### src/design/scjc_pkg.sv
// Shared types, constants and byte-generation functions for the serial camera capture block.
`default_nettype none
package scjc_pkg;

	localparam int unsigned LEN_REPLY_BYTES_DEF = 9;
	localparam int unsigned QUEUE_DEPTH_DEF = 4;
	localparam logic [15:0] MIN_END_OFFSET_RST = 16'd1000;

	// Input operation codes
	localparam logic OP_START = 1'b0;
	localparam logic OP_BYTE  = 1'b1;

	// Job kinds handed from the front to the back
	localparam logic [2:0] JOB_CLEAR  = 3'd0;
	localparam logic [2:0] JOB_TAKE   = 3'd1;
	localparam logic [2:0] JOB_GETLEN = 3'd2;
	localparam logic [2:0] JOB_READ   = 3'd3;
	localparam logic [2:0] JOB_IMG    = 3'd4;
	localparam logic [2:0] JOB_HEAD   = 3'd5;
	localparam logic [2:0] JOB_END    = 3'd6;

	typedef struct packed {
		logic [2:0]  kind;
		logic [15:0] data;
	} scjc_job_t;

	typedef struct packed {
		logic       channel;
		logic [7:0] out_byte;
		logic       end_of_run;
	} scjc_word_t;

	// Index of the last word a job produces
	function automatic logic [3:0] job_last_idx(input logic [2:0] kind);
		logic [3:0] r;
		unique case (kind)
			JOB_CLEAR, JOB_TAKE, JOB_GETLEN, JOB_END: r = 4'd4;
			JOB_READ: r = 4'd15;
			JOB_HEAD: r = 4'd1;
			default: r = 4'd0;
		endcase
		return r;
	endfunction

	// Word number idx of a job
	function automatic scjc_word_t job_word(input logic [2:0] kind, input logic [15:0] data,
			input logic [3:0] idx);
		scjc_word_t w;
		w = '0;
		unique case (kind)
			JOB_CLEAR, JOB_TAKE, JOB_GETLEN: begin
				w.channel = 1'b0;
				w.end_of_run = (idx == 4'd4);
				unique case (idx)
					4'd0: w.out_byte = 8'h56;
					4'd2: w.out_byte = (kind == JOB_GETLEN) ? 8'h34 : 8'h36;
					4'd3: w.out_byte = 8'h01;
					4'd4: w.out_byte = (kind == JOB_CLEAR) ? 8'h03 : 8'h00;
					default: w.out_byte = 8'h00;
				endcase
			end
			JOB_READ: begin
				w.channel = 1'b0;
				w.end_of_run = (idx == 4'd15);
				unique case (idx)
					4'd0: w.out_byte = 8'h56;
					4'd2: w.out_byte = 8'h32;
					4'd3: w.out_byte = 8'h0C;
					4'd5: w.out_byte = 8'h0A;
					4'd12: w.out_byte = data[15:8];
					4'd13: w.out_byte = data[7:0];
					4'd15: w.out_byte = 8'hFF;
					default: w.out_byte = 8'h00;
				endcase
			end
			JOB_IMG: begin
				w.channel = 1'b1;
				w.out_byte = data[7:0];
				w.end_of_run = 1'b0;
			end
			JOB_HEAD: begin
				w.channel = 1'b1;
				w.out_byte = (idx == 4'd0) ? 8'hFF : 8'hD8;
				w.end_of_run = 1'b0;
			end
			JOB_END: begin
				// image end byte, then the reset command
				w.channel = (idx == 4'd0);
				w.end_of_run = (idx == 4'd0) || (idx == 4'd4);
				unique case (idx)
					4'd0: w.out_byte = 8'hD9;
					4'd1: w.out_byte = 8'h56;
					4'd3: w.out_byte = 8'h26;
					default: w.out_byte = 8'h00;
				endcase
			end
			default: w = '0;
		endcase
		return w;
	endfunction

endpackage
`default_nettype wire

### src/design/scjc_front.sv
// Front part: accepts input words, tracks the capture sequence and posts jobs.
`default_nettype none
module scjc_front import scjc_pkg::*; #(
	parameter int unsigned LEN_REPLY_BYTES = LEN_REPLY_BYTES_DEF
) (
	input  wire logic        clk,
	input  wire logic        arst_n,
	input  wire logic        in_valid,
	output logic             in_stall,
	input  wire logic        op,
	input  wire logic [7:0]  rx_byte,
	input  wire logic        chunk_last,
	input  wire logic        cfg_wr_en,
	input  wire logic [15:0] cfg_wr_data,
	input  wire logic        q_full,
	output logic             push,
	output scjc_job_t        push_job
);

	localparam logic [2:0] MODE_IDLE   = 3'd0;
	localparam logic [2:0] MODE_CLEAN  = 3'd1;
	localparam logic [2:0] MODE_TAKE   = 3'd2;
	localparam logic [2:0] MODE_GETLEN = 3'd3;
	localparam logic [2:0] MODE_SAVE   = 3'd4;

	logic [2:0]  mode_q, mode_d;
	logic [3:0]  resp_count_q, resp_count_d;
	logic [15:0] byte_offset_q, byte_offset_d;
	logic        head_found_q, head_found_d;
	logic        prev_ff_q, prev_ff_d;
	logic [15:0] min_end_offset_q;
	logic [7:0]  resp_q [LEN_REPLY_BYTES];
	logic [7:0]  resp_view [LEN_REPLY_BYTES];
	logic        accept, resp_wr, is_ack, in_reply;
	logic [3:0]  count_inc;

	assign in_stall = q_full;
	assign accept = in_valid && !q_full;
	assign in_reply = (mode_q == MODE_CLEAN) || (mode_q == MODE_TAKE) ||
		(mode_q == MODE_GETLEN);
	assign resp_wr = accept && (op != OP_START) && in_reply &&
		(resp_count_q < 4'(LEN_REPLY_BYTES));
	assign count_inc = (resp_count_q != 4'hF) ? resp_count_q + 4'd1 : resp_count_q;

	// Reply bytes as they stand after this word is stored
	always_comb begin
		for (int i = 0; i < LEN_REPLY_BYTES; i++) begin
			resp_view[i] = (resp_wr && resp_count_q == 4'(i)) ? rx_byte : resp_q[i];
		end
	end

	assign is_ack = (count_inc == 4'd5) && resp_view[0] == 8'h76 && resp_view[1] == 8'h00 &&
		resp_view[2] == 8'h36 && resp_view[3] == 8'h00 && resp_view[4] == 8'h00;

	always_comb begin
		mode_d = mode_q;
		resp_count_d = resp_count_q;
		byte_offset_d = byte_offset_q;
		head_found_d = head_found_q;
		prev_ff_d = prev_ff_q;
		push = 1'b0;
		push_job = '{kind: JOB_IMG, data: {8'h00, rx_byte}};
		if (accept) begin
			if (op == OP_START) begin
				mode_d = MODE_CLEAN;
				resp_count_d = '0;
				head_found_d = 1'b0;
				prev_ff_d = 1'b0;
				push = 1'b1;
				push_job.kind = JOB_CLEAR;
			end else if (mode_q == MODE_SAVE) begin
				if (byte_offset_q != 16'hFFFF) byte_offset_d = byte_offset_q + 16'd1;
				prev_ff_d = (rx_byte == 8'hFF);
				if (!head_found_q) begin
					if (prev_ff_q && rx_byte == 8'hD8) begin
						head_found_d = 1'b1;
						push = 1'b1;
						push_job.kind = JOB_HEAD;
					end
				end else if (prev_ff_q && rx_byte == 8'hD9 &&
						byte_offset_q > min_end_offset_q) begin
					mode_d = MODE_IDLE;
					resp_count_d = '0;
					head_found_d = 1'b0;
					prev_ff_d = 1'b0;
					push = 1'b1;
					push_job.kind = JOB_END;
				end else begin
					push = 1'b1;
				end
			end else if (in_reply) begin
				resp_count_d = count_inc;
				if (chunk_last) begin
					if (mode_q == MODE_CLEAN && is_ack) begin
						resp_count_d = '0;
						mode_d = MODE_TAKE;
						push = 1'b1;
						push_job.kind = JOB_TAKE;
					end else if (mode_q == MODE_TAKE && is_ack) begin
						resp_count_d = '0;
						mode_d = MODE_GETLEN;
						push = 1'b1;
						push_job.kind = JOB_GETLEN;
					end else if (mode_q == MODE_GETLEN &&
							count_inc == 4'(LEN_REPLY_BYTES)) begin
						resp_count_d = '0;
						byte_offset_d = '0;
						head_found_d = 1'b0;
						prev_ff_d = 1'b0;
						mode_d = MODE_SAVE;
						push = 1'b1;
						push_job.kind = JOB_READ;
						push_job.data = {resp_view[LEN_REPLY_BYTES-2],
							resp_view[LEN_REPLY_BYTES-1]};
					end
				end
			end
		end
	end

	always_ff @(posedge clk or negedge arst_n) begin
		if (!arst_n) begin
			mode_q <= MODE_IDLE;
			resp_count_q <= '0;
			byte_offset_q <= '0;
			head_found_q <= 1'b0;
			prev_ff_q <= 1'b0;
			min_end_offset_q <= MIN_END_OFFSET_RST;
		end else begin
			mode_q <= mode_d;
			resp_count_q <= resp_count_d;
			byte_offset_q <= byte_offset_d;
			head_found_q <= head_found_d;
			prev_ff_q <= prev_ff_d;
			if (cfg_wr_en) min_end_offset_q <= cfg_wr_data;
		end
	end

	// reply store: entries are read only after they are written
	always_ff @(posedge clk) begin
		for (int i = 0; i < LEN_REPLY_BYTES; i++) begin
			if (resp_wr && resp_count_q == 4'(i)) resp_q[i] <= rx_byte;
		end
	end

endmodule
`default_nettype wire

### src/design/scjc_queue.sv
// Short job queue between the front and back parts.
`default_nettype none
module scjc_queue import scjc_pkg::*; #(
	parameter int unsigned DEPTH = QUEUE_DEPTH_DEF
) (
	input  wire logic      clk,
	input  wire logic      arst_n,
	input  wire logic      push,
	input  wire scjc_job_t push_job,
	output logic           full,
	input  wire logic      pop,
	output logic           head_valid,
	output scjc_job_t      head_job
);

	localparam int unsigned PTRW = (DEPTH > 1) ? $clog2(DEPTH) : 1;
	localparam int unsigned CNTW = $clog2(DEPTH + 1);

	scjc_job_t       mem_q [DEPTH];
	logic [PTRW-1:0] wr_ptr_q, rd_ptr_q;
	logic [CNTW-1:0] count_q;
	logic            do_push, do_pop;

	assign full = (count_q == CNTW'(DEPTH));
	assign head_valid = (count_q != '0);
	assign head_job = mem_q[rd_ptr_q];
	assign do_push = push && !full;
	assign do_pop = pop && head_valid;

	always_ff @(posedge clk or negedge arst_n) begin
		if (!arst_n) begin
			wr_ptr_q <= '0;
			rd_ptr_q <= '0;
			count_q <= '0;
		end else begin
			if (do_push) begin
				wr_ptr_q <= (wr_ptr_q == PTRW'(DEPTH - 1)) ? '0 : wr_ptr_q + PTRW'(1);
			end
			if (do_pop) begin
				rd_ptr_q <= (rd_ptr_q == PTRW'(DEPTH - 1)) ? '0 : rd_ptr_q + PTRW'(1);
			end
			if (do_push && !do_pop) count_q <= count_q + CNTW'(1);
			else if (do_pop && !do_push) count_q <= count_q - CNTW'(1);
		end
	end

	always_ff @(posedge clk) begin
		if (do_push) mem_q[wr_ptr_q] <= push_job;
	end

endmodule
`default_nettype wire

### src/design/scjc_back.sv
// Back part: expands queued jobs into output words through an output register.
`default_nettype none
module scjc_back import scjc_pkg::*; (
	input  wire logic       clk,
	input  wire logic       arst_n,
	input  wire logic       head_valid,
	input  wire scjc_job_t  head_job,
	output logic            pop,
	output logic            out_valid,
	input  wire logic       out_stall,
	output logic            channel,
	output logic [7:0]      out_byte,
	output logic            end_of_run
);

	logic [3:0]  idx_q;
	logic        out_valid_q, load, at_last;
	scjc_word_t  word, word_q;

	assign word = job_word(head_job.kind, head_job.data, idx_q);
	assign at_last = (idx_q == job_last_idx(head_job.kind));
	assign load = head_valid && (!out_valid_q || !out_stall);
	assign pop = load && at_last;

	always_ff @(posedge clk or negedge arst_n) begin
		if (!arst_n) begin
			idx_q <= '0;
			out_valid_q <= 1'b0;
		end else begin
			if (!out_valid_q || !out_stall) out_valid_q <= head_valid;
			if (load) idx_q <= at_last ? '0 : idx_q + 4'd1;
		end
	end

	always_ff @(posedge clk) begin
		if (load) word_q <= word;
	end

	assign out_valid = out_valid_q;
	assign channel = word_q.channel;
	assign out_byte = word_q.out_byte;
	assign end_of_run = word_q.end_of_run;

endmodule
`default_nettype wire

### src/design/serial_camera_jpeg_capture.sv
// Top level of the serial camera capture controller.
// Usage:
//  - Input channel (in_valid/in_stall): op 0 starts a capture (aborting any run),
//    op 1 carries a byte received from the camera; chunk_last marks a chunk end,
//    where replies are checked against the expected acknowledgement.
//  - Output channel (out_valid/out_stall): a word per cycle while not stalled, either a command
//    byte for the camera (channel 0) or an image byte (channel 1); end_of_run
//    flags the last byte of each command and the image end byte.
//  - cfg_wr_en/cfg_wr_data write min_end_offset (reset 1000); write only while idle.
// Timing: the front takes one input word per cycle unless the queue is full, and posts
// at most one job into a four-entry queue; the back drains one output word per cycle
// when the receiver does not stall. The first word of a job passes through the queue
// and then the output register before it is presented. A job yields 1 to 16 words
// (16 for the read command), so output bandwidth of one word per cycle sets how fast
// bursts drain; the front stalls only when the queue is full.
// Reset: idle, counters cleared, queue and output register empty.
// Receiver stall: hold the output word; the queue keeps taking inputs until full.
`default_nettype none
module serial_camera_jpeg_capture import scjc_pkg::*; #(
	parameter int unsigned LEN_REPLY_BYTES = LEN_REPLY_BYTES_DEF,
	parameter int unsigned QUEUE_DEPTH = QUEUE_DEPTH_DEF
) (
	input  wire logic        clk,
	input  wire logic        arst_n,
	input  wire logic        in_valid,
	output logic             in_stall,
	input  wire logic        op,
	input  wire logic [7:0]  rx_byte,
	input  wire logic        chunk_last,
	output logic             out_valid,
	input  wire logic        out_stall,
	output logic             channel,
	output logic [7:0]       out_byte,
	output logic             end_of_run,
	input  wire logic        cfg_wr_en,
	input  wire logic [15:0] cfg_wr_data
);

	logic      push, q_full, pop, head_valid;
	scjc_job_t push_job, head_job;

	// Front: classify each word and advance the capture sequence
	scjc_front #(.LEN_REPLY_BYTES(LEN_REPLY_BYTES)) u_front (
		.clk, .arst_n, .in_valid, .in_stall, .op, .rx_byte, .chunk_last,
		.cfg_wr_en, .cfg_wr_data, .q_full, .push, .push_job
	);

	// Queue: decouple input acceptance from command bursts
	scjc_queue #(.DEPTH(QUEUE_DEPTH)) u_queue (
		.clk, .arst_n, .push, .push_job, .full(q_full), .pop, .head_valid, .head_job
	);

	// Back: emit the words of each job in order
	scjc_back u_back (
		.clk, .arst_n, .head_valid, .head_job, .pop, .out_valid, .out_stall,
		.channel, .out_byte, .end_of_run
	);

endmodule
`default_nettype wire
### config.mk
export PLATFORM = sky130hd
export DESIGN_NAME = serial_camera_jpeg_capture
export DESIGN_NICKNAME = d
export VERILOG_FILES = /design/src/design/scjc_pkg.sv /design/src/design/scjc_front.sv /design/src/design/scjc_queue.sv /design/src/design/scjc_back.sv /design/src/design/serial_camera_jpeg_capture.sv
export SDC_FILE = /design/constraint.sdc
export NUM_CORES = 1
export LEC_CHECK = 0
export BUFFER_PORTS_ARGS = -buffer_cell sky130_fd_sc_hd__buf_4
export CAP_MARGIN = 20
export CORE_MARGIN = 3
export CORE_UTILIZATION = 62
export CTS_BUF_LIST = sky130_fd_sc_hd__clkbuf_8 sky130_fd_sc_hd__clkbuf_16
export DETAILED_ROUTE_END_ITERATION = 7
export HOLD_SLACK_MARGIN = 0.12
export PLACE_DENSITY = 0.83
export SYNTH_ARGS = -nofsm -noshare
export SYNTH_HDL_FRONTEND = slang
export SYNTH_SLANG_ARGS = --single-unit
### constraint.sdc
create_clock -name clk -period 5.2 [get_ports clk]
set_input_delay 0.52 -clock clk [delete_from_list [all_inputs] [get_ports clk]]
set_output_delay 0.52 -clock clk [all_outputs]
set_load 0.03 [all_outputs]
* Yosys cells after proc, flatten, opt, wreduce, memory -nomap -nowiden *
Memory sizes are Yosys's and may differ from the RTL's.
Cells that the tools add are included.

storage, ports and cells
  register bits = 63
  bits in latches = 0
  RAM bits = 148
  bits in read-only memories = 0
  input port bits = 31
  output and inout port bits = 12
  word-level logic and storage cells = 267
  memories = 2

memory list
  name            words  bits a word  read ports  clocked after Yosys merged registers in  wr ports  RTL line          RTL
  u_queue.mem_q   4      19           1           0                                        1         scjc_queue.sv:19  scjc_job_t mem_q [DEPTH];
  u_front.resp_q  9      8            7           0                                        1         scjc_front.sv:32  logic [7:0] resp_q [LEN_REPLY_BYTES];

cells by class
  add/subtract/negate cells = 7
  multipliers = 0
  divide/modulo/power cells = 0
  magnitude comparators = 2
  eq/ne operators = 50
  shift operators = 0
  multiplexer cells = 128
  bitwise logic cells = 0
  reduce and logical (&&, ||, !) cells = 64

operators by type and width
  operator                 count
  $mux W16                 11
  $mux W8                  15
  $mux W19                 4
  $mux W4                  19
  $reduce_or A8 Y1         8
  $pmux W8 S7              1
  $mux W1                  52
  $pmux W10 S5             1
  $mux W3                  16
  $pmux W8 S4              1
  $logic_and A1 B1 Y1      30
  $eq A4 B3 Y1 const B     7
  $eq A8 B8 Y1 const B     3
  $logic_not A8 Y1         3
  $pmux W8 S3              1
  $eq A4 B4 Y1 const B     5
  $add A16 B1 Y16 const B  1
  $eq A4 B2 Y1 const B     4
  $gt A16 B16 Y1           1
  $ne A16 B16 Y1 const B   1
  $eq A3 B3 Y1 const B     5
  $eq A3 B2 Y1 const B     4
  $pmux W4 S3              1
  $reduce_and A6 Y1        2
  other kinds (30)         55

* Logic depth before layout (Yosys ltp) *
  word-level depth = 27
  depth in mapped cells = 16
  depth with buffers taken out = 15

* Cells and area by module *
From an unflattened synthesis, not the netlist that was laid out.

unflattened totals
  cells, all modules = 821
  area total of the unflattened synthesis = 9582.9 sq um

by module, submodules not included
  module      times used  cells an instance  area an instance (sq um)  sequential area each (sq um)
  scjc_front  1           526                4986.0                    2154.6
  scjc_queue  1           136                3215.6                    2457.4
  scjc_back   1           159                1381.3                    425.4

* Worst setup path before layout *
Ideal clock, no wire load.

  path kind = register to register
  start point = register u_front.resp_count_q[0]
  end point = register u_queue.count_q[2]
  library setup time = 0.079 ns
  arrival time = 3.781 ns
  data required time = 5.121 ns
  setup slack = 1.340 ns
  stages on the path, launching flop included = 17
  buffers on the path = 1
  clock period less this slack = 3.860 ns
  cell sequence = dfrtp_1 -> inv_1 -> ha_1 -> or3b_4 -> nor4_4 -> buf_6 -> nand4_2 -> a2111oi_4 -> nand4_2 -> a21o_1 -> a31oi_4 -> ha_1 -> inv_1 -> fa_1 -> xor2_1 -> nor2_1 -> xor2_1

between the ends
  cells in the longest elaborated chain, start to end = 22
  elaborated cells between the ends (all ways) = 49
  those cells by class = 1 x add/sub; 1 x order compare; 9 x eq/ne; 15 x mux; 23 x reduce/logical

ends and longest elaborated chain
  element                              RTL line           RTL
  start, declared                      scjc_front.sv:27   logic [3:0] resp_count_q, resp_count_d;
  start signal, assigned               scjc_front.sv:131  resp_count_q <= resp_count_d;
  $lt A4 B4 Y1                         scjc_front.sv:42   (resp_count_q < 4'(LEN_REPLY_BYTES));
  $logic_and A1 B1 Y1                  scjc_front.sv:41   assign resp_wr = accept && (op != OP_START) && in_reply &&
  $logic_and A1 B1 Y1                  scjc_front.sv:48   resp_view[i] = (resp_wr && resp_count_q == 4'(i)) ? rx_byte : resp_q[i];
  $mux W8                              scjc_front.sv:48
  $eq A8 B7 Y1                         scjc_front.sv:52   assign is_ack = (count_inc == 4'd5) && resp_view[0] == 8'h76 && resp_view[1] == 8'h00 &&
  $logic_and A1 B1 Y1 (3 in series)    scjc_front.sv:52
  $logic_and A1 B1 Y1 (2 in series)    scjc_front.sv:53   resp_view[2] == 8'h36 && resp_view[3] == 8'h00 && resp_view[4] == 8'h00;
  $logic_and A1 B1 Y1                  scjc_front.sv:99   end else if (mode_q == MODE_TAKE && is_ack) begin
  [... 4 more ...]                     -
  $mux W1 *                            scjc_front.sv:71   end else if (mode_q == MODE_SAVE) begin
  $mux W1 *                            scjc_front.sv:64   if (op == OP_START) begin
  $mux W1 *                            scjc_front.sv:63   if (accept) begin
  $logic_and A1 B1 Y1 *                scjc_queue.sv:27   assign do_push = push && !full;
  net u_queue.do_push                  scjc_queue.sv:22   logic do_push, do_pop;
  $logic_not A1 Y1                     scjc_queue.sv:43   else if (do_pop && !do_push) count_q <= count_q - CNTW'(1);
  $logic_and A1 B1 Y1                  scjc_queue.sv:43
  $reduce_bool A2 Y1 (no source line)  -
  end signal, assigned                 scjc_queue.sv:42   if (do_push && !do_pop) count_q <= count_q + CNTW'(1);
  end signal, assigned                 scjc_queue.sv:43
  end, declared                        scjc_queue.sv:21   logic [CNTW-1:0] count_q;

Mark *: on every way through the listed nets, which the timed path passes. The rest lies on a longest branch.
A chain may end at the register's enable or synchronous reset.

* Worst setup path in the final report *
Ends and elaborated chain as after synthesis.

==> out/metrics.cfg <==
[clocking]
clock-sinks=195
cts_buffer_depth=2
cts_tree=yes
cts-root-buf=clkbuf_16
post_cts_buffers=0
numCtsBuffers=17
cts.reportedPaths.clkPinSlew_ns=0.07
hold_buffers=0
h-tree-depth=4
cts.repair.resized=0
clk_latency_ns=0.44

[yosys]
synth_nets=900
netlist-cell-type-count=78
yosysTopAreaCellShare=0.273
ys_seq_elements=195
post-synth-top-area-cell=edfxtp_1
synth-xor-area-share=0.0158
ys.flop_type=edfxtp_1
synthSimpleGateAreaFrac=0.149
ys_seq_area_frac=0.533
synth_edf_count=86
yosys-top-cells-area=edfxtp_1, dfrtp_1, dfxtp_1
yosysWarnings=0
synth_top_family_by_area=simple AND/OR/NAND/NOR gates
muxShareOfSynthArea=0.114
synthAdderAreaFrac=0.0456
async_flop_share=0.272
synth_area_um2=9450
postSynthCellCount=836
synth-compound-area-share=0.107
syn_area_per_cell_um2=11.3

[global_route]
grt_overflow_total=0
grt_max_degree=54
track_usage=0.258
grt_pass1_vias=6762
grt_first_pass_wirelength_um=33700
antenna_found_initial=0

[drt]
drt-initial-drc-count=571
wl_per_cell_um=19.5
drc=0
drt_pass1_iterations=6
wirelength_um=20800
vias=6808
viasPerCell=6.41
antenna_left=0

[floorplanning]
die_w_um=129
dieHeight_um=129
coreArea_um2=14700
dieArea_um2=16800
ios=43
num_rows=44
initial_core_util=0.643

[timing]
finalCritPeriodShare=0.884
fin_ws_ns=0.602
relSlewSlack=0.407
tns_ns=0
hold_violations=0
clock_skew_ns=0.0162
setup_viol=0
fin_crit_ns=4.60
holdWs_ns=0.120
rsz0062_at_grt=false
slew_violations=0
timing.fmax_ghz=0.217
worst_slew_pin_slew_ns=0.884

[cells_and_area]
final_nets=929
layout_commonest_cell=nand2_1
final_cell_mix=nand2_1, edfxtp_1, dfxtp_1, buf_4, mux2_2
fin_cells=1062
area_delta_synth_final_pct=10.9
layout-drive-gt1-share=0.198
num_antenna_cells=0

[run_status]
outcome=finished, final reports clean

[critical_path]
crit_required_ns=5.56
critical_path.endpoint_type=flop
path_max_fanout=11
start_kind=flop
crit_arrival_ns=4.96
critPathKind=reg -> reg

[power]
finalPower_mw=5.08
power_per_cell_area_nw_per_um2=485
vdd_drop_max_uv=328
leakagePower_nw=4.21

[run]
drv_cap=0

[place]
gp_congestion=0.959
placed_cells=1029
place_hpwl_um=14300
portBuffers=42
pre_cts_ws_ns=0.700

[worst_hold_path]
min_path_type=in -> async

Yosys cell counts, drive strengths merged (6+ instances only):
master and count:
a21oi 43, mux2 51, nand4 11, o21ai 47
dfxtp 56, mux2i 7, a21o 7, dfstp 6
nand2 99, and3 7, nor4 10, buf 14
o22ai 8, xnor2 14, edfxtp 86, clkbuf 27
nand3 26, mux4 19, nor2b 6, nor3 18
inv 41, nor2 44, or3 6, nand2b 8
and2 17, ha 32, or4 6, a31oi 8
dfrtp 47
layer usage:
metal  vias up  routed length, µm  track usage
met5         -                  0            0
met4         0                538       0.0972
met3        56               1370       0.0548
met2       310              10300        0.431
met1      3325               8530        0.334
li1       3117                  -            -
worst max-delay path: stages, from the launching register on:
cell,delay [ns]
dfrtp_1,0.44
inv_1,0.13
ha_1,0.23
or3b_4,0.42
nor4_4,0.61
nand4_2,0.24
a2111oi_4,0.43
nand4_2,0.21
a21o_1,0.32
a31oi_4,0.31
ha_1,0.24
inv_1,0.08
fa_1,0.44
xor2_1,0.15
nor2_1,0.13
xor2_1,0.16
cell type report:
cell class | instances | area (µm²)
flip-flops and latches | 195 | 5040
fillers | 960 | 4220
multi-input cells | 559 | 4080
clock buffers | 17 | 425
repair buffers | 51 | 400
well taps | 184 | 230
inverters | 41 | 156
clock inverters | 15 | 149
sequential cells by signal (all words and copies together), names as in the netlist:
register,flops
u_queue.count_q,3
u_back.idx_q,4
u_back.end_of_run,1
u_back.out_byte,8
u_front.byte_offset_q,16
u_front.prev_ff_q,1
u_queue.rd_ptr_q,2
u_queue.wr_ptr_q,2
u_front.head_found_q,1
u_front.resp_count_q,4
u_front.min_end_offset_q,16
u_back.channel,1
u_front.resp_q,56
u_queue.mem_q,76
u_front.mode_q,3
u_back.out_valid,1
power by group:
group,total (mW),switching (mW),internal [mW]
Sequential,2.18,0.224,1.95
Combinational,1.64,0.923,0.721
Clock,1.26,0.620,0.638
Total,5.08,1.77,3.31
metrics by stage:
step	area, µm²	utilization
after global routing	10500	0.713
after detailed placement	9880	0.672
final	10500	0.713
after floorplan	9450	-
after global placement	9880	0.672
after CTS	10500	0.711
worst paths after layout:
path,end,startpoint,slack [ns],depth (start not counted)
max,u_queue.count_q[2],u_front.resp_count_q[0],0.60,15
min,u_front.min_end_offset_q[2],arst_n,0.12,1
max reg2reg,u_queue.count_q[2],u_front.resp_count_q[0],0.60,15
min reg2reg,u_front.resp_q[0][23],u_front.resp_q[0][23],0.45,2
max in group asynchronous,u_front.resp_count_q[3],arst_n,4.60,1
min in group clk,u_back.out_valid,out_stall,0.28,3
kinds of logic after synthesis:
| logic type | Yosys count |
|---|---|
| flops | 195 |
| buf+inv | 82 |
| compound gates | 155 |
| mux | 77 |
| fa+ha+maj | 34 |
| simple gates | 276 |
| xor+xnor | 17 |
(Power assumes the default switching activity.)
